===== config.mk =====
export PLATFORM = sky130hd
export DESIGN_NAME = ipv4_option_validator_core_flat
export DESIGN_NICKNAME = d
export VERILOG_FILES = /design/src/rtl/ipv4ov_pkg.sv /design/src/rtl/ipv4ov_if.sv /design/src/rtl/ipv4ov_parse.sv /design/src/rtl/ipv4_option_validator_core.sv /design/src/flat_wrapper.sv
export SDC_FILE = /design/constraint.sdc
export NUM_CORES = 1
export LEC_CHECK = 0
export BUFFER_PORTS_ARGS = -buffer_cell sky130_fd_sc_hd__buf_2
export CAP_MARGIN = 40
export CORE_MARGIN = 2
export CORE_UTILIZATION = 35
export CTS_CLUSTER_SIZE = 25
export DETAILED_ROUTE_END_ITERATION = 6
export PLACE_DENSITY = 0.53
export SLEW_MARGIN = 5
export SYNTH_ARGS = -nofsm -noshare
export SYNTH_HDL_FRONTEND = slang
export SYNTH_HIERARCHICAL = 1
export SYNTH_SLANG_ARGS = --single-unit

===== constraint.sdc =====
create_clock -name clk -period 2.6 [get_ports clk]
set_input_delay 0.26 -clock clk [delete_from_list [all_inputs] [get_ports clk]]
set_output_delay 0.26 -clock clk [all_outputs]
set_load 0.02 [all_outputs]

===== src/rtl/ipv4ov_pkg.sv =====
`timescale 1ns / 1ps
`default_nettype none

package ipv4ov_pkg;

    localparam logic [1:0] PH_TYPE = 2'd0;
    localparam logic [1:0] PH_LEN  = 2'd1;
    localparam logic [1:0] PH_BODY = 2'd2;

    localparam logic [2:0] OT_SEC    = 3'd0;
    localparam logic [2:0] OT_LSRR   = 3'd1;
    localparam logic [2:0] OT_SSRR   = 3'd2;
    localparam logic [2:0] OT_RR     = 3'd3;
    localparam logic [2:0] OT_TS     = 3'd4;
    localparam logic [2:0] OT_RTRALT = 3'd5;

    localparam logic [7:0] TYPE_EOL    = 8'd0;
    localparam logic [7:0] TYPE_NOP    = 8'd1;
    localparam logic [7:0] TYPE_SEC    = 8'd130;
    localparam logic [7:0] TYPE_LSRR   = 8'd131;
    localparam logic [7:0] TYPE_SSRR   = 8'd137;
    localparam logic [7:0] TYPE_RR     = 8'd7;
    localparam logic [7:0] TYPE_TS     = 8'd68;
    localparam logic [7:0] TYPE_RTRALT = 8'd148;

    localparam logic [7:0] LEN_SEC     = 8'd11;
    localparam logic [7:0] LEN_ROUTE   = 8'd3;
    localparam logic [7:0] LEN_FIXED   = 8'd4;
    localparam logic [7:0] TS_FLAG_OFS = 8'd3;

    localparam logic [3:0] TS_FLG_ONLY  = 4'd0;
    localparam logic [3:0] TS_FLG_ADDR  = 4'd1;
    localparam logic [3:0] TS_FLG_PRESP = 4'd3;

    localparam int SEEN_W = 5;

    typedef struct packed {
        logic       step;
        logic [7:0] option_byte;
        logic       last_byte;
    } ipv4ov_word_t;

endpackage

`default_nettype wire


===== src/rtl/ipv4ov_if.sv =====
`timescale 1ns / 1ps
`default_nettype none

interface ipv4ov_in_if;
    logic       valid;
    logic       ready;
    logic [7:0] option_byte;
    logic       last_byte;

    modport source (output valid, output option_byte, output last_byte, input ready);
    modport sink   (input valid, input option_byte, input last_byte, output ready);
endinterface

interface ipv4ov_out_if;
    logic valid;
    logic ready;
    logic verdict;

    modport source (output valid, output verdict, input ready);
    modport sink   (input valid, input verdict, output ready);
endinterface

`default_nettype wire


===== src/rtl/ipv4ov_parse.sv =====
`timescale 1ns / 1ps
`default_nettype none

module ipv4ov_parse #(
    parameter int MAX_OPTION_BYTES = 40
) (
    input  wire logic                  clk,
    input  wire logic                  rst_n,
    input  wire ipv4ov_pkg::ipv4ov_word_t word,
    output logic                       verdict
);

    localparam int CW = $clog2(MAX_OPTION_BYTES + 2);
    localparam logic [CW-1:0] MAX_CNT = CW'(MAX_OPTION_BYTES);

    logic [1:0]                    ph_reg,   ph_next;
    logic [2:0]                    cur_reg,  cur_next;
    logic [7:0]                    left_reg, left_next;
    logic [7:0]                    off_reg,  off_next;
    logic [ipv4ov_pkg::SEEN_W-1:0] seen_reg, seen_next;
    logic                          inv_reg,  inv_next;
    logic                          done_reg, done_next;
    logic [CW-1:0]                 cnt_reg,  cnt_next;

    always_comb
    begin
        logic                          known;
        logic                          ok;
        logic [2:0]                    code;
        logic [ipv4ov_pkg::SEEN_W-1:0] bit_sel;
        logic [3:0]                    flg;

        known     = 1'b0;
        ok        = 1'b0;
        code      = ipv4ov_pkg::OT_SEC;
        bit_sel   = '0;
        flg       = word.option_byte[3:0];

        ph_next   = ph_reg;
        cur_next  = cur_reg;
        left_next = left_reg;
        off_next  = off_reg;
        seen_next = seen_reg;
        inv_next  = inv_reg;
        done_next = done_reg;
        cnt_next  = (cnt_reg <= MAX_CNT) ? cnt_reg + CW'(1) : cnt_reg;
        if (cnt_next > MAX_CNT)
        begin
            inv_next = 1'b1;
        end

        if (!done_reg)
        begin
            case (ph_reg)
                ipv4ov_pkg::PH_TYPE:
                begin
                    case (word.option_byte)
                        ipv4ov_pkg::TYPE_EOL:    done_next = 1'b1;
                        ipv4ov_pkg::TYPE_NOP:    known = 1'b0;
                        ipv4ov_pkg::TYPE_SEC:    begin known = 1'b1; code = ipv4ov_pkg::OT_SEC; end
                        ipv4ov_pkg::TYPE_LSRR:   begin known = 1'b1; code = ipv4ov_pkg::OT_LSRR; end
                        ipv4ov_pkg::TYPE_SSRR:   begin known = 1'b1; code = ipv4ov_pkg::OT_SSRR; end
                        ipv4ov_pkg::TYPE_RR:     begin known = 1'b1; code = ipv4ov_pkg::OT_RR; end
                        ipv4ov_pkg::TYPE_TS:     begin known = 1'b1; code = ipv4ov_pkg::OT_TS; end
                        ipv4ov_pkg::TYPE_RTRALT: begin known = 1'b1; code = ipv4ov_pkg::OT_RTRALT; end
                        default:
                        begin
                            inv_next  = 1'b1;
                            done_next = 1'b1;
                        end
                    endcase
                    if (known)
                    begin
                        bit_sel = ipv4ov_pkg::SEEN_W'(1) << code;
                        if (code != ipv4ov_pkg::OT_RTRALT && (seen_reg & bit_sel) != '0)
                        begin
                            inv_next  = 1'b1;
                            done_next = 1'b1;
                        end
                        else
                        begin
                            if (code != ipv4ov_pkg::OT_RTRALT)
                            begin
                                seen_next = seen_reg | bit_sel;
                            end
                            cur_next = code;
                            off_next = 8'd1;
                            ph_next  = ipv4ov_pkg::PH_LEN;
                        end
                    end
                end
                ipv4ov_pkg::PH_LEN:
                begin
                    case (cur_reg)
                        ipv4ov_pkg::OT_SEC:  ok = (word.option_byte == ipv4ov_pkg::LEN_SEC);
                        ipv4ov_pkg::OT_LSRR,
                        ipv4ov_pkg::OT_SSRR,
                        ipv4ov_pkg::OT_RR:   ok = (word.option_byte >= ipv4ov_pkg::LEN_ROUTE);
                        default:             ok = (word.option_byte == ipv4ov_pkg::LEN_FIXED);
                    endcase
                    if (!ok)
                    begin
                        inv_next  = 1'b1;
                        done_next = 1'b1;
                    end
                    else
                    begin
                        left_next = word.option_byte - 8'd2;
                        off_next  = 8'd2;
                        ph_next   = (left_next == 8'd0) ? ipv4ov_pkg::PH_TYPE
                                                        : ipv4ov_pkg::PH_BODY;
                    end
                end
                default:
                begin
                    if (cur_reg == ipv4ov_pkg::OT_TS && off_reg == ipv4ov_pkg::TS_FLAG_OFS
                        && flg != ipv4ov_pkg::TS_FLG_ONLY && flg != ipv4ov_pkg::TS_FLG_ADDR
                        && flg != ipv4ov_pkg::TS_FLG_PRESP)
                    begin
                        inv_next  = 1'b1;
                        done_next = 1'b1;
                    end
                    else
                    begin
                        off_next  = off_reg + 8'd1;
                        left_next = left_reg - 8'd1;
                        if (left_next == 8'd0)
                        begin
                            ph_next = ipv4ov_pkg::PH_TYPE;
                        end
                    end
                end
            endcase
        end

        verdict = inv_next | (!done_next && ph_next != ipv4ov_pkg::PH_TYPE);

        if (word.last_byte)
        begin
            ph_next   = ipv4ov_pkg::PH_TYPE;
            cur_next  = ipv4ov_pkg::OT_SEC;
            left_next = 8'd0;
            off_next  = 8'd0;
            seen_next = '0;
            inv_next  = 1'b0;
            done_next = 1'b0;
            cnt_next  = '0;
        end
    end

    always_ff @(posedge clk or negedge rst_n)
    begin
        if (!rst_n)
        begin
            ph_reg   <= ipv4ov_pkg::PH_TYPE;
            cur_reg  <= ipv4ov_pkg::OT_SEC;
            left_reg <= 8'd0;
            off_reg  <= 8'd0;
            seen_reg <= '0;
            inv_reg  <= 1'b0;
            done_reg <= 1'b0;
            cnt_reg  <= '0;
        end
        else if (word.step)
        begin
            ph_reg   <= ph_next;
            cur_reg  <= cur_next;
            left_reg <= left_next;
            off_reg  <= off_next;
            seen_reg <= seen_next;
            inv_reg  <= inv_next;
            done_reg <= done_next;
            cnt_reg  <= cnt_next;
        end
    end

endmodule

`default_nettype wire


===== src/rtl/ipv4_option_validator_core.sv =====
// Channel  Dir  Payload                  Word
// opt      in   option_byte[7:0], last   one option area byte
// res      out  verdict                  one verdict per area, on its last byte
//
// One word accepted per cycle while the walker is not held; the verdict passes from the
// input register through the option walker into the result register.
// rst_n clears the parse state and both valid flags; an area in progress is lost.
// A stalled result holds the walker only when the next word is a last byte.
`timescale 1ns / 1ps
`default_nettype none

module ipv4_option_validator_core #(
    parameter int MAX_OPTION_BYTES = 40
) (
    input  wire logic    clk,
    input  wire logic    rst_n,
    ipv4ov_in_if.sink    opt,
    ipv4ov_out_if.source res
);

    logic       s1_valid_reg;
    logic [7:0] s1_byte_reg;
    logic       s1_last_reg;
    logic       out_valid_reg;
    logic       out_verdict_reg;
    logic       slot_free;
    logic       s1_adv;
    logic       verdict;

    ipv4ov_pkg::ipv4ov_word_t word;

    assign slot_free = !out_valid_reg || res.ready;
    assign s1_adv    = s1_valid_reg && (!s1_last_reg || slot_free);
    assign opt.ready = !s1_valid_reg || s1_adv;

    assign word.step        = s1_adv;
    assign word.option_byte = s1_byte_reg;
    assign word.last_byte   = s1_last_reg;

    ipv4ov_parse #(
        .MAX_OPTION_BYTES(MAX_OPTION_BYTES)
    ) u_parse (
        .clk     (clk),
        .rst_n   (rst_n),
        .word    (word),
        .verdict (verdict)
    );

    always_ff @(posedge clk or negedge rst_n)
    begin
        if (!rst_n)
        begin
            s1_valid_reg  <= 1'b0;
            out_valid_reg <= 1'b0;
        end
        else
        begin
            if (opt.ready)
            begin
                s1_valid_reg <= opt.valid;
            end
            if (s1_adv && s1_last_reg)
            begin
                out_valid_reg <= 1'b1;
            end
            else if (res.ready)
            begin
                out_valid_reg <= 1'b0;
            end
        end
    end

    always_ff @(posedge clk)
    begin
        if (opt.ready && opt.valid)
        begin
            s1_byte_reg <= opt.option_byte;
            s1_last_reg <= opt.last_byte;
        end
        if (s1_adv && s1_last_reg)
        begin
            out_verdict_reg <= verdict;
        end
    end

    assign res.valid   = out_valid_reg;
    assign res.verdict = out_verdict_reg;

endmodule

`default_nettype wire


===== src/flat_wrapper.sv =====
// flat-port wrapper written by rule: the top's interface ports become plain ports
module ipv4_option_validator_core_flat 
#(
    parameter int MAX_OPTION_BYTES = 40
)
  (clk, rst_n, opt_valid, opt_option_byte, opt_last_byte, opt_ready, res_valid, res_verdict, res_ready);
  ipv4ov_in_if opt_i ();
  ipv4ov_out_if res_i ();
  input  wire logic clk;
  input  wire logic rst_n;
  input wire logic [$bits(opt_i.valid)-1:0] opt_valid;
  input wire logic [$bits(opt_i.option_byte)-1:0] opt_option_byte;
  input wire logic [$bits(opt_i.last_byte)-1:0] opt_last_byte;
  output wire logic [$bits(opt_i.ready)-1:0] opt_ready;
  output wire logic [$bits(res_i.valid)-1:0] res_valid;
  output wire logic [$bits(res_i.verdict)-1:0] res_verdict;
  input wire logic [$bits(res_i.ready)-1:0] res_ready;
  assign opt_i.valid = opt_valid;
  assign opt_i.option_byte = opt_option_byte;
  assign opt_i.last_byte = opt_last_byte;
  assign opt_ready = opt_i.ready;
  assign res_valid = res_i.valid;
  assign res_verdict = res_i.verdict;
  assign res_i.ready = res_ready;
  ipv4_option_validator_core #(.MAX_OPTION_BYTES(MAX_OPTION_BYTES)) u_core (.clk(clk), .rst_n(rst_n), .opt(opt_i), .res(res_i));
endmodule

# Yosys cells after proc, flatten, opt, wreduce, memory -nomap -nowiden
# Cells that the tools add are included.
# op_classes
n_bitwise	3
addsub	4
n_lt_le_gt_ge	3
muxes	62
eq_ne	26
shifts	1
reduce_logical	36
# ops
operator	count
8-bit 2-to-1 mux	10
8-bit equality test, second input constant	4
8-bit case mux with 2 select lines	2
5-bit 2-to-1 mux	6
8-bit logical NOT	3
1-bit 2-to-1 mux	22
3-bit 2-to-1 mux	7
8-bit by 3-bit equality test with 1-bit output, second input constant	2
2-bit 2-to-1 mux	8
3-bit case mux with 5 select lines	1
6-bit 2-to-1 mux	2
6-bit AND reduction	2
5-bit AND reduction	2
2-bit nonzero test	5
1-bit logical AND	9
3-bit by 2-bit != test with 1-bit output, second input constant	3
8-bit by 1-bit adder with 8-bit output, second input constant	1
8-bit by 1-bit equality test with 1-bit output, second input constant	1
8-bit by 2-bit equality test with 1-bit output, second input constant	1
8-bit by 4-bit equality test with 1-bit output, second input constant	1
8-bit by 7-bit equality test with 1-bit output, second input constant	1
8-bit by 2-bit >= comparator with 1-bit output, second input constant	1
4-bit by 1-bit != test with 1-bit output, second input constant	2
8-bit OR reduction	1
other kinds (28)	38
# totals
regBits	46
elab_cells	148
out_inout_bits	3
inputBits	13

# Logic depth before layout (Yosys ltp)
# Gate-level depths: netlist (run 1).
# depth
ltp_word	15
ltp_mapped	9
ltp_nobuf	8

# By module
# Netlist (run 1), hierarchy kept.
# modules_own_cells
module	cells_each	area_each_um2	seq_area_each_um2	instances
ipv4ov_parse	298	2513.7	850.8	1
ipv4_option_validator_core	20	406.6	350.3	1

# Worst setup path before layout (run 1)
# No wires, ideal clock.
# synth_path
path_type	reg-to-reg
from	reg u_core.s1_byte_reg[0]
to	reg u_core.out_verdict_reg, in the netlist u_core/res.verdict (data pin)
path_slack_ps	364
t_arrival_ps	1970
t_required_ps	2334
stages_incl_launch_ff	7
synth_period_minus_slack_ps	2236
path_cell_list	edfxtp_1 or4b_4 mux2_4 o211ai_4 nand2_1 a221oi_2 o21ai_1
# synth_via
elab_chain_cells	15
elab_cells_between_ends	61
# synth_rtl
item	line	source
start: declaration	ipv4_option_validator_core.sv:22	logic [7:0] s1_byte_reg;
start signal: assignment	ipv4_option_validator_core.sv:77	s1_byte_reg <= opt.option_byte;
8-bit equality test, or another cell as far along	ipv4ov_parse.sv:57	case (word.option_byte)
3-bit case mux with 5 select lines	ipv4ov_parse.sv:57	
3-bit 2-to-1 mux	ipv4ov_parse.sv:54	case (ph_reg)
3-bit 2-to-1 mux	ipv4ov_parse.sv:52	if (!done_reg)
1-bit by 3-bit left shift with 5-bit output	ipv4ov_parse.sv:74	bit_sel = ipv4ov_pkg::SEEN_W'(1) << code;
5-bit AND	ipv4ov_parse.sv:75	if (code != ipv4ov_pkg::OT_RTRALT && (seen_reg & bit_sel) != '0)
5-bit nonzero test	ipv4ov_parse.sv:75	
1-bit logical AND	ipv4ov_parse.sv:75	
2-bit 2-to-1 mux / 1-bit 2-to-1 mux (equally long branches)	ipv4ov_parse.sv:75	
2-bit 2-to-1 mux / 1-bit 2-to-1 mux (equally long branches)	ipv4ov_parse.sv:72	if (known)
2-bit case mux with 2 select lines / 1-bit case mux with 2 select lines (equally long branches)	ipv4ov_parse.sv:54	
2-bit 2-to-1 mux / 1-bit 2-to-1 mux (equally long branches)	ipv4ov_parse.sv:52	
2-bit nonzero test / 1-bit logical NOT (equally long branches)	ipv4ov_parse.sv:136	verdict = inv_next | (!done_next && ph_next != ipv4ov_pkg::PH_TYPE);
1-bit logical AND	ipv4ov_parse.sv:136	
1-bit OR (*)	ipv4ov_parse.sv:136	
via u_core.verdict	ipv4_option_validator_core.sv:28	logic verdict;
end signal: assignment	ipv4_option_validator_core.sv:82	out_verdict_reg <= verdict;
end: declaration	ipv4_option_validator_core.sv:25	logic out_verdict_reg;
# The timed path passes the listed nets; every way through them passes the cells marked *. The select of a mux whose other input is x is not followed.
# A chain may end at the register's enable or synchronous reset.

# Worst setup path after layout (run 1)
# layout_path
from	reg u_core.s1_byte_reg[1]
to	reg u_core.out_verdict_reg, in the netlist u_core/res.verdict (data pin)
# The elaborated chain is that of the path after synthesis.

==> results of run 1 <==
## layout make-up
| cell class | count | area (um2) | area share (%) |
|---|---|---|---|
| Sequential cell | 46 | 1200 | 36.6 |
| Inverter | 18 | 67.6 | 2.06 |
| Tap cell | 105 | 131 | 4.00 |
| Timing Repair Buffer | 31 | 210 | 6.41 |
| Clock buffer | 6 | 72.6 | 2.21 |
| Clock inverter | 2 | 8.76 | 0.267 |
| Multi-Input combinational cell | 240 | 1590 | 48.4 |
## layout by cell type, fill, tap and decap left out, types with 2 or more instances in the layout
master / n
sky130_fd_sc_hd__a211o_1: 3
sky130_fd_sc_hd__a21o_1: 3
sky130_fd_sc_hd__a21oi_1: 16
sky130_fd_sc_hd__a22o_1: 3
sky130_fd_sc_hd__a22oi_1: 3
sky130_fd_sc_hd__a31oi_1: 15
sky130_fd_sc_hd__and2_1: 3
sky130_fd_sc_hd__and3_1: 6
sky130_fd_sc_hd__and4_1: 2
sky130_fd_sc_hd__and4bb_2: 2
sky130_fd_sc_hd__buf_2: 15
sky130_fd_sc_hd__buf_4: 14
sky130_fd_sc_hd__clkbuf_8: 5
sky130_fd_sc_hd__clkinv_1: 2
sky130_fd_sc_hd__dfrtp_1: 36
sky130_fd_sc_hd__edfxtp_1: 10
sky130_fd_sc_hd__ha_1: 6
sky130_fd_sc_hd__inv_1: 17
sky130_fd_sc_hd__nand2_1: 27
sky130_fd_sc_hd__nand2b_1: 6
sky130_fd_sc_hd__nand3_1: 7
sky130_fd_sc_hd__nand3b_1: 3
sky130_fd_sc_hd__nand4_1: 2
sky130_fd_sc_hd__nand4b_1: 3
sky130_fd_sc_hd__nor2_1: 32
sky130_fd_sc_hd__nor2b_1: 3
sky130_fd_sc_hd__nor3_1: 14
sky130_fd_sc_hd__nor4_1: 2
sky130_fd_sc_hd__nor4b_1: 2
sky130_fd_sc_hd__o211ai_1: 3
sky130_fd_sc_hd__o21ai_0: 16
sky130_fd_sc_hd__o21ai_1: 2
sky130_fd_sc_hd__o22a_1: 2
sky130_fd_sc_hd__o22ai_1: 4
sky130_fd_sc_hd__o31ai_1: 5
sky130_fd_sc_hd__o41ai_1: 3
sky130_fd_sc_hd__or2_2: 2
sky130_fd_sc_hd__or3_1: 2
sky130_fd_sc_hd__xnor2_1: 3
sky130_fd_sc_hd__xor2_1: 4
## cells by family (layout without fill, tap and decap cells)
logic type / count (synthesis) / in the layout / share of synthesized area (%)
xor gates and xnor gates: 7 / 7 / 2.10
adders and majority gates: 6 / 6 / 2.57
DFF: 46 / 46 / 41.1
buffers and inverters: 32 / 57 / 4.46
and+or+nand+nor: 128 / 128 / 23.9
muxes: 3 / 3 / 1.24
AOI/OAI and AO/OA: 96 / 96 / 24.6
## power breakdown
group,switching (mW),total [mW],internal (mW),leakage [nW]
Clock,0.242,0.428,0.185,0.0426
Combinational,0.299,0.552,0.253,0.752
Sequential,0.118,0.946,0.828,0.579
Total,0.659,1.93,1.27,1.37
## metal layers
layer | global-route usage (%) | routed length [um] | share of wire [%] | vias to the layer above
met5 | 0 | 0 | 0 | -
met4 | 2.90 | 45 | 0.65 | 0
met3 | 2.61 | 190 | 2.7 | 5
met2 | 27.4 | 3260 | 47 | 46
met1 | 23.8 | 3480 | 50 | 1180
li1 | - | - | - | 1229
## per-stage QoR
| step | hold slack (ps) | utilization (%) | setup WS (ps) | power (mW) | cells |
|---|---|---|---|---|---|
| final | 134 | 40.3 | 167 | 1.93 | 448 |
| after global routing | 122 | 40.3 | 99.8 | 2.07 | 448 |
| after CTS | 129 | 40.3 | 190 | 1.94 | 448 |
| after detailed placement | 97.3 | 39.2 | 213 | 1.51 | 439 |
| after global placement | 437 | 39.0 | 260 | 1.49 | 438 |
| after floorplan | -35.6 | - | 364 | 1.35 | 318 |
## repair_timing
| item | in CTS | in global routing |
|---|---|---|
| hold endpoints to repair | 4 | 0 |
| setup endpoints to repair | 0 | 0 |
| hold buffers | 1 | 0 |
## worst register-to-register path: stages, from the launching register on
cell and delay, ps:
sky130_fd_sc_hd__edfxtp_1 390, sky130_fd_sc_hd__or4b_4 590, sky130_fd_sc_hd__mux2_4 300, sky130_fd_sc_hd__o211ai_4 300, sky130_fd_sc_hd__nand2_1 140, sky130_fd_sc_hd__a221oi_2 320
sky130_fd_sc_hd__o21ai_1 140
## final timing paths
path / startpoint / endpoint / slack [ps] / cells past startpoint
max in group asynchronous: rst_n / u_core/u_parse/seen_reg[2] / 1860 / 3
worst max register to register: u_core/s1_byte_reg[1] / u_core/res.verdict / 170 / 6
worst max-delay path: u_core/s1_byte_reg[1] / u_core/res.verdict / 170 / 6
worst min register to register: u_core/u_parse/seen_reg[3] / u_core/u_parse/seen_reg[3] / 490 / 2
worst min-delay path: opt_last_byte / u_core/s1_last_reg / 130 / 1
min in group asynchronous: rst_n / u_core/u_parse/left_reg[4] / 330 / 2
==> impl_results.rst, run 1 <==
.. list-table::
   :header-rows: 1

   * - Metric
     - Value
   * - Worst max-slew margin expressed relative to the limit
     - 65.4%
   * - Sum of negative setup slack
     - 0 ps
   * - Nets in the synthesized netlist
     - 337
   * - Pin slew with the least headroom to its limit
     - 518 ps
   * - Full die area
     - 9090 um2
   * - Iteration-0 DRC count of the detailed router
     - 172
   * - CTS-repair resized insts
     - 0
   * - Clock slew at reported path FFs
     - 80 ps
   * - Share of synthesized flip-flops with an asynchronous set or reset
     - 78.3%
   * - Element type at the critical path end
     - flip-flop
   * - Post-synthesis sequential area ratio
     - 41.1%
   * - First-pass GRT wire length
     - 12000 um
   * - Leading cell types by count after synthesis
     - sky130_fd_sc_hd__dfrtp_1, sky130_fd_sc_hd__nor2_1, sky130_fd_sc_hd__nand2_1
   * - Maximum level of the CTS H-tree
     - 2
   * - Maximum vdd ir drop
     - 0.213 mV
   * - Most frequent cell after synthesis
     - sky130_fd_sc_hd__dfrtp_1
   * - Length of the first detailed-routing pass in iterations
     - 4
   * - Data arrival at the endpoint of the critical path
     - 2470 ps
   * - Via count of the first global-routing pass
     - 2408
   * - CTS Buffer Depth
     - 2
   * - Lkg Pwr
     - 1.37 nW
   * - Area of the mapped netlist
     - 2920 um2
   * - Number of remaining DRC errors
     - 0
   * - Largest net degree at the start of global routing
     - 33
   * - Final critical delay including setup and external delays
     - 2430 ps
   * - Cell Pwr Density
     - 587 nW/um2
   * - Number of buffers added for setup after CTS
     - 0
   * - Cell area after placement
     - 3190 um2
   * - Placer Congestion
     - 0.814
   * - Count of distinct cell types in the synthesized netlist
     - 72
   * - Result of the run
     - finished clean
   * - Ports
     - 16
   * - Max Freq
     - 0.411 GHz
   * - Routed wirelength normalized by instance count
     - 15.6 um
   * - Number of flops mapped to enable cells by yosys
     - 10
   * - Antenna violations before repair
     - 0
   * - Share of layout cells above drive strength 1
     - 17.2%
   * - Via/cell ratio
     - 5.49
   * - Number of clock buffers inserted by TritonCTS
     - 5
   * - Type of the tightest min-delay check
     - input port to flip-flop
   * - Overall global routing resource usage
     - 16.8%
   * - Final clock skew
     - 9.44 ps
   * - RSZ-0062 raised after global routing
     - false
   * - Path type of the worst setup path
     - flip-flop to flip-flop
   * - Largest cells by area after synthesis
     - sky130_fd_sc_hd__dfrtp_1, sky130_fd_sc_hd__edfxtp_1, sky130_fd_sc_hd__nor2_1
   * - Fill cell instance count of the final layout
     - 821
   * - Die X
     - 95.3 um
   * - Layout-stage area growth over the synthesis result
     - 12.3%
   * - Number of nets in the finished design
     - 361
   * - Floorplan core area
     - 8130 um2
   * - Post-route ant nets
     - 0
   * - Total buffers and inverters traversed by the critical path
     - 0
   * - GR Overflow Total
     - 0
   * - Data required, critical path
     - 2640 ps
   * - Crit Path Max Fanout
     - 6
   * - Yosys top cell area share
     - 30.8%
   * - Synthesis-stage register bit count
     - 46
   * - Number of pins with negative max-slew slack in the final report
     - 0
   * - Sort of element at the start of the critical path
     - flip-flop
   * - Post-route cell area
     - 3280 um2
   * - Cell-by-cell trace of the critical path
     - or4b_4, mux2_4, o211ai_4, nand2_1, a221oi_2, o21ai_1
   * - Share of the clock period used by the worst path after layout
     - 93.6%
   * - Hold Fails Final Rpt
     - 0
   * - CTS tree
     - done
   * - Kind of cell adding the most delay to the critical path
     - compound AO/OA/AOI/OAI gates
   * - Count of standard-cell rows
     - 33
   * - Number of sinks driven by the clock tree
     - 46
   * - CTS Root Cell
     - sky130_fd_sc_hd__clkbuf_8
   * - Synth warnings
     - 6
   * - Setup-violating endpoint count in the final report
     - 0
   * - Yosys top cell by area
     - sky130_fd_sc_hd__dfrtp_1
   * - Max-capacitance violation count
     - 0
   * - Number of instances in the synthesized netlist
     - 318
   * - Avg Cell Area, Syn
     - 9.18 um2
   * - CP peak stage delay
     - 590 ps
   * - Slowest CP cell
     - sky130_fd_sc_hd__or4b_4
   * - I/O Buffers
     - 15
   * - HPWL after detailed placement
     - 5060 um
   * - Later-pin clock latency in the skew report
     - 300 ps
   * - Vertical die dimension
     - 95.3 um
   * - Diodes inserted
     - 0
   * - Ys flop type
     - sky130_fd_sc_hd__dfrtp_1
   * - DR vias
     - 2460
   * - Post-Route WL
     - 6970 um
   * - Initial core utilization
     - 35.9%
(Power assumes the default switching activity.)
==> run 2, diff against run 1 <==
CTS_CLUSTER_SIZE = 16   (was 25)
REMOVE_ABC_BUFFERS = 1   (was default)
==> run 2 against run 1 <==
Against the previous run: sequential share of layout area decreased by 0.28 points; core utilization up 0.31 points; wire length rose by 0.99%; critical path depth stayed put; via count is 1.2% higher; highest routed layer unchanged; hold slack worse by 6.9 ps; flip-flop and latch count is the same; die area unchanged; global-route usage is 0.40 points higher; cell count is 0.22% higher; worst setup slack better by 47 ps; first-iteration DRC count down 19%.
==> impl_results.rst, run 2 (synthesis gave the netlist of run 1 again) <==
.. list-table::
   :header-rows: 1

   * - Metric
     - Value
   * - First-pass GRT wire length
     - 12000 um (about the same)
   * - Overall global routing resource usage
     - 17.2% (was 16.8%)
   * - CTS tree
     - done (unchanged)
   * - Iteration-0 DRC count of the detailed router
     - 140 (was 172)
   * - Share of layout cells above drive strength 1
     - 17.7% (was 17.2%)
   * - Number of remaining DRC errors
     - 0 (unchanged)
   * - Most frequent cells in the layout
     - sky130_fd_sc_hd__dfrtp_1, sky130_fd_sc_hd__nor2_1, sky130_fd_sc_hd__nand2_1, sky130_fd_sc_hd__inv_1 (unchanged)
   * - Length of the first detailed-routing pass in iterations
     - 4 (unchanged)
   * - Full die area
     - 9090 um2 (unchanged)
   * - HPWL after detailed placement
     - 5160 um (was 5060 um)
   * - Via/cell ratio
     - 5.55 (was 5.49)
   * - Stages on the worst setup path
     - 6 (unchanged)
   * - Initial core utilization
     - 35.9% (unchanged)
   * - Largest net degree at the start of global routing
     - 24 (was 33)
   * - Result of the run
     - finished clean (unchanged)
   * - Worst max-slew margin expressed relative to the limit
     - 65.0% (was 65.4%)
   * - Kind of cell adding the most delay to the critical path
     - simple AND/OR/NAND/NOR gates (was compound AO/OA/AOI/OAI gates)
   * - Count of standard-cell rows
     - 33 (unchanged)
   * - Launch point of the worst reg-to-reg path
     - u_core/s1_byte_reg[1] (unchanged)
   * - Layout-stage area growth over the synthesis result
     - 13.2% (was 12.3%)
   * - Final critical delay including setup and external delays
     - 2390 ps (was 2430 ps)
   * - Type of the tightest min-delay check
     - input port to flip-flop (unchanged)
   * - Post-Route WL
     - 7040 um (was 6970 um)
   * - Crit Path Max Fanout
     - 6 (unchanged)
   * - Setup-violating endpoint count in the final report
     - 0 (unchanged)
   * - CP peak stage delay
     - 580 ps (was 590 ps)
   * - I/O Buffers
     - 15 (unchanged)
   * - Max-capacitance violation count
     - 0 (unchanged)
   * - Total buffers and inverters traversed by the critical path
     - 0 (unchanged)
   * - Slowest CP cell
     - sky130_fd_sc_hd__or4b_4 (unchanged)
   * - Number of pins with negative max-slew slack in the final report
     - 0 (unchanged)
   * - Via count of the first global-routing pass
     - 2421 (was 2408)
   * - Sequential share of power
     - 47.6% (was 49.1%)
   * - Number of sinks driven by the clock tree
     - 46 (unchanged)
   * - Switch share
     - 34.1% (was 34.2%)
   * - Maximum vdd ir drop
     - 0.242 mV (was 0.213 mV)
   * - Clock slew at reported path FFs
     - 90 ps (was 80 ps)
   * - Diodes inserted
     - 0 (unchanged)
   * - Final clock skew
     - 7.56 ps (was 9.44 ps)
   * - Path type of the worst setup path
     - flip-flop to flip-flop (unchanged)
   * - Cell Pwr Density
     - 600 nW/um2 (was 587 nW/um2)
   * - Ports
     - 16 (unchanged)
   * - Floorplan core area
     - 8130 um2 (unchanged)
   * - Number of cells on the worst reg-to-reg path
     - 6 (unchanged)
   * - Vertical die dimension
     - 95.3 um (unchanged)
   * - Number of clock buffers inserted by TritonCTS
     - 5 (unchanged)
   * - Max Freq
     - 0.419 GHz (was 0.411 GHz)
   * - Die X
     - 95.3 um (unchanged)
   * - Post-route ant nets
     - 0 (unchanged)
   * - Clk pwr share
     - 23.8% (was 22.2%)
   * - Data required, critical path
     - 2660 ps (was 2640 ps)
   * - Maximum level of the CTS H-tree
     - 2 (unchanged)
   * - Number of nets in the finished design
     - 362 (was 361)
   * - Number of buffers added for setup after CTS
     - 0 (unchanged)
   * - Worst slack on hold paths
     - 127 ps (was 134 ps)
   * - Int Pwr
     - 1.31 mW (was 1.27 mW)
   * - Routed wirelength normalized by instance count
     - 15.7 um (was 15.6 um)
   * - CTS Buffer Depth
     - 2 (unchanged)
   * - Post-Route Utilization
     - 40.6% (was 40.3%)
   * - Critical path startpoint
     - u_core/s1_byte_reg[1] (unchanged)
   * - Hold Fails Final Rpt
     - 0 (unchanged)
   * - DR vias
     - 2490 (was 2460)
   * - Lkg Pwr
     - 1.39 nW (was 1.37 nW)
   * - Antenna violations before repair
     - 0 (unchanged)
   * - Combinational fraction of design power
     - 28.6% (was 28.7%)
   * - Share of the clock period used by the worst path after layout
     - 91.8% (was 93.6%)
   * - RSZ-0062 raised after global routing
     - false (unchanged)
   * - Commonest non-fill, non-tap cell in the layout
     - sky130_fd_sc_hd__dfrtp_1 (unchanged)
   * - Cell-by-cell trace of the critical path
     - or4b_4, mux2_4, o211ai_4, nand2_1, a221oi_2, o21ai_1 (unchanged)
   * - Worst hold stages
     - 1 (unchanged)
   * - Worst hold path startpoint
     - opt_last_byte (unchanged)
   * - Data arrival at the endpoint of the critical path
     - 2450 ps (was 2470 ps)
   * - Later-pin clock latency in the skew report
     - 310 ps (was 300 ps)
   * - Sort of element at the start of the critical path
     - flip-flop (unchanged)
   * - Element type at the critical path end
     - flip-flop (unchanged)
   * - Placer Congestion
     - 0.817 (was 0.814)
   * - CTS Root Cell
     - sky130_fd_sc_hd__clkbuf_8 (unchanged)
   * - Net Switching
     - 676 uW (was 659 uW)
   * - Pin slew with the least headroom to its limit
     - 524 ps (was 518 ps)
   * - GR Overflow Total
     - 0 (unchanged)
## run 2: power by group through the flow
stage / combinational [mW] / clock, mW / sequential [mW]
finish: 0.568 / 0.471 / 0.945
global route: 0.638 / 0.514 / 0.962
CTS: 0.563 / 0.488 / 0.944
detailed placement: 0.559 / 0 / 0.958
global placement: 0.550 / 0 / 0.956
floorplan: 0.401 / 0 / 0.939
## run 2: metrics by stage
step	power [mW]	area, um2	instances	TNS (ps)	setup slack [ps]
final	1.98	3310	449	0	214
after floorplan	1.34	2860	304	-1260	-213
after global placement	1.51	3180	439	0	258
after detailed placement	1.52	3200	440	0	237
after global routing	2.11	3310	449	0	130
after CTS	1.99	3310	449	0	224
## run 2: worst paths after layout
kind	to	slack, ps
worst max-delay path	u_core/res.verdict	210
worst min-delay path	u_core/s1_last_reg	130
worst max register to register	u_core/res.verdict	210
worst min register to register	u_core/u_parse/seen_reg[3]	500
max in group asynchronous	u_core/u_parse/cnt_reg[4]	1690
min in group asynchronous	u_core/u_parse/left_reg[5]	440
## run 2: area by class of cell
cell class	count	area, um2
timing repair buffer	32	225
tap	105	131
inverter	18	67.6
fill	772	4830
clock inverter	1	5.00
clock buffer	7	86.3
sequential	46	1200
multi-input combinational	240	1590
## run 2: worst reg2reg max path: stages (launching register included)
cell	delay, ps
sky130_fd_sc_hd__edfxtp_1	390
sky130_fd_sc_hd__or4b_4	580
sky130_fd_sc_hd__mux2_4	300
sky130_fd_sc_hd__o211ai_4	300
sky130_fd_sc_hd__nand2_1	160
sky130_fd_sc_hd__a221oi_2	310
sky130_fd_sc_hd__o21ai_1	100
## run 2: what timing repair did
action,4_1_cts,5_1_grt
hold buffers,1,0
gates resized for setup,0,0
hold endpoints to repair,17,0
## run 2: layer usage
| metal | track usage [%] | part of all wire (%) | vias to the layer above |
|---|---|---|---|
| met5 | 0 | 0 | - |
| met4 | 4.95 | 0.62 | 0 |
| met3 | 3.48 | 4.2 | 5 |
| met2 | 26.0 | 45 | 56 |
| met1 | 24.8 | 51 | 1192 |
| li1 | - | - | 1237 |
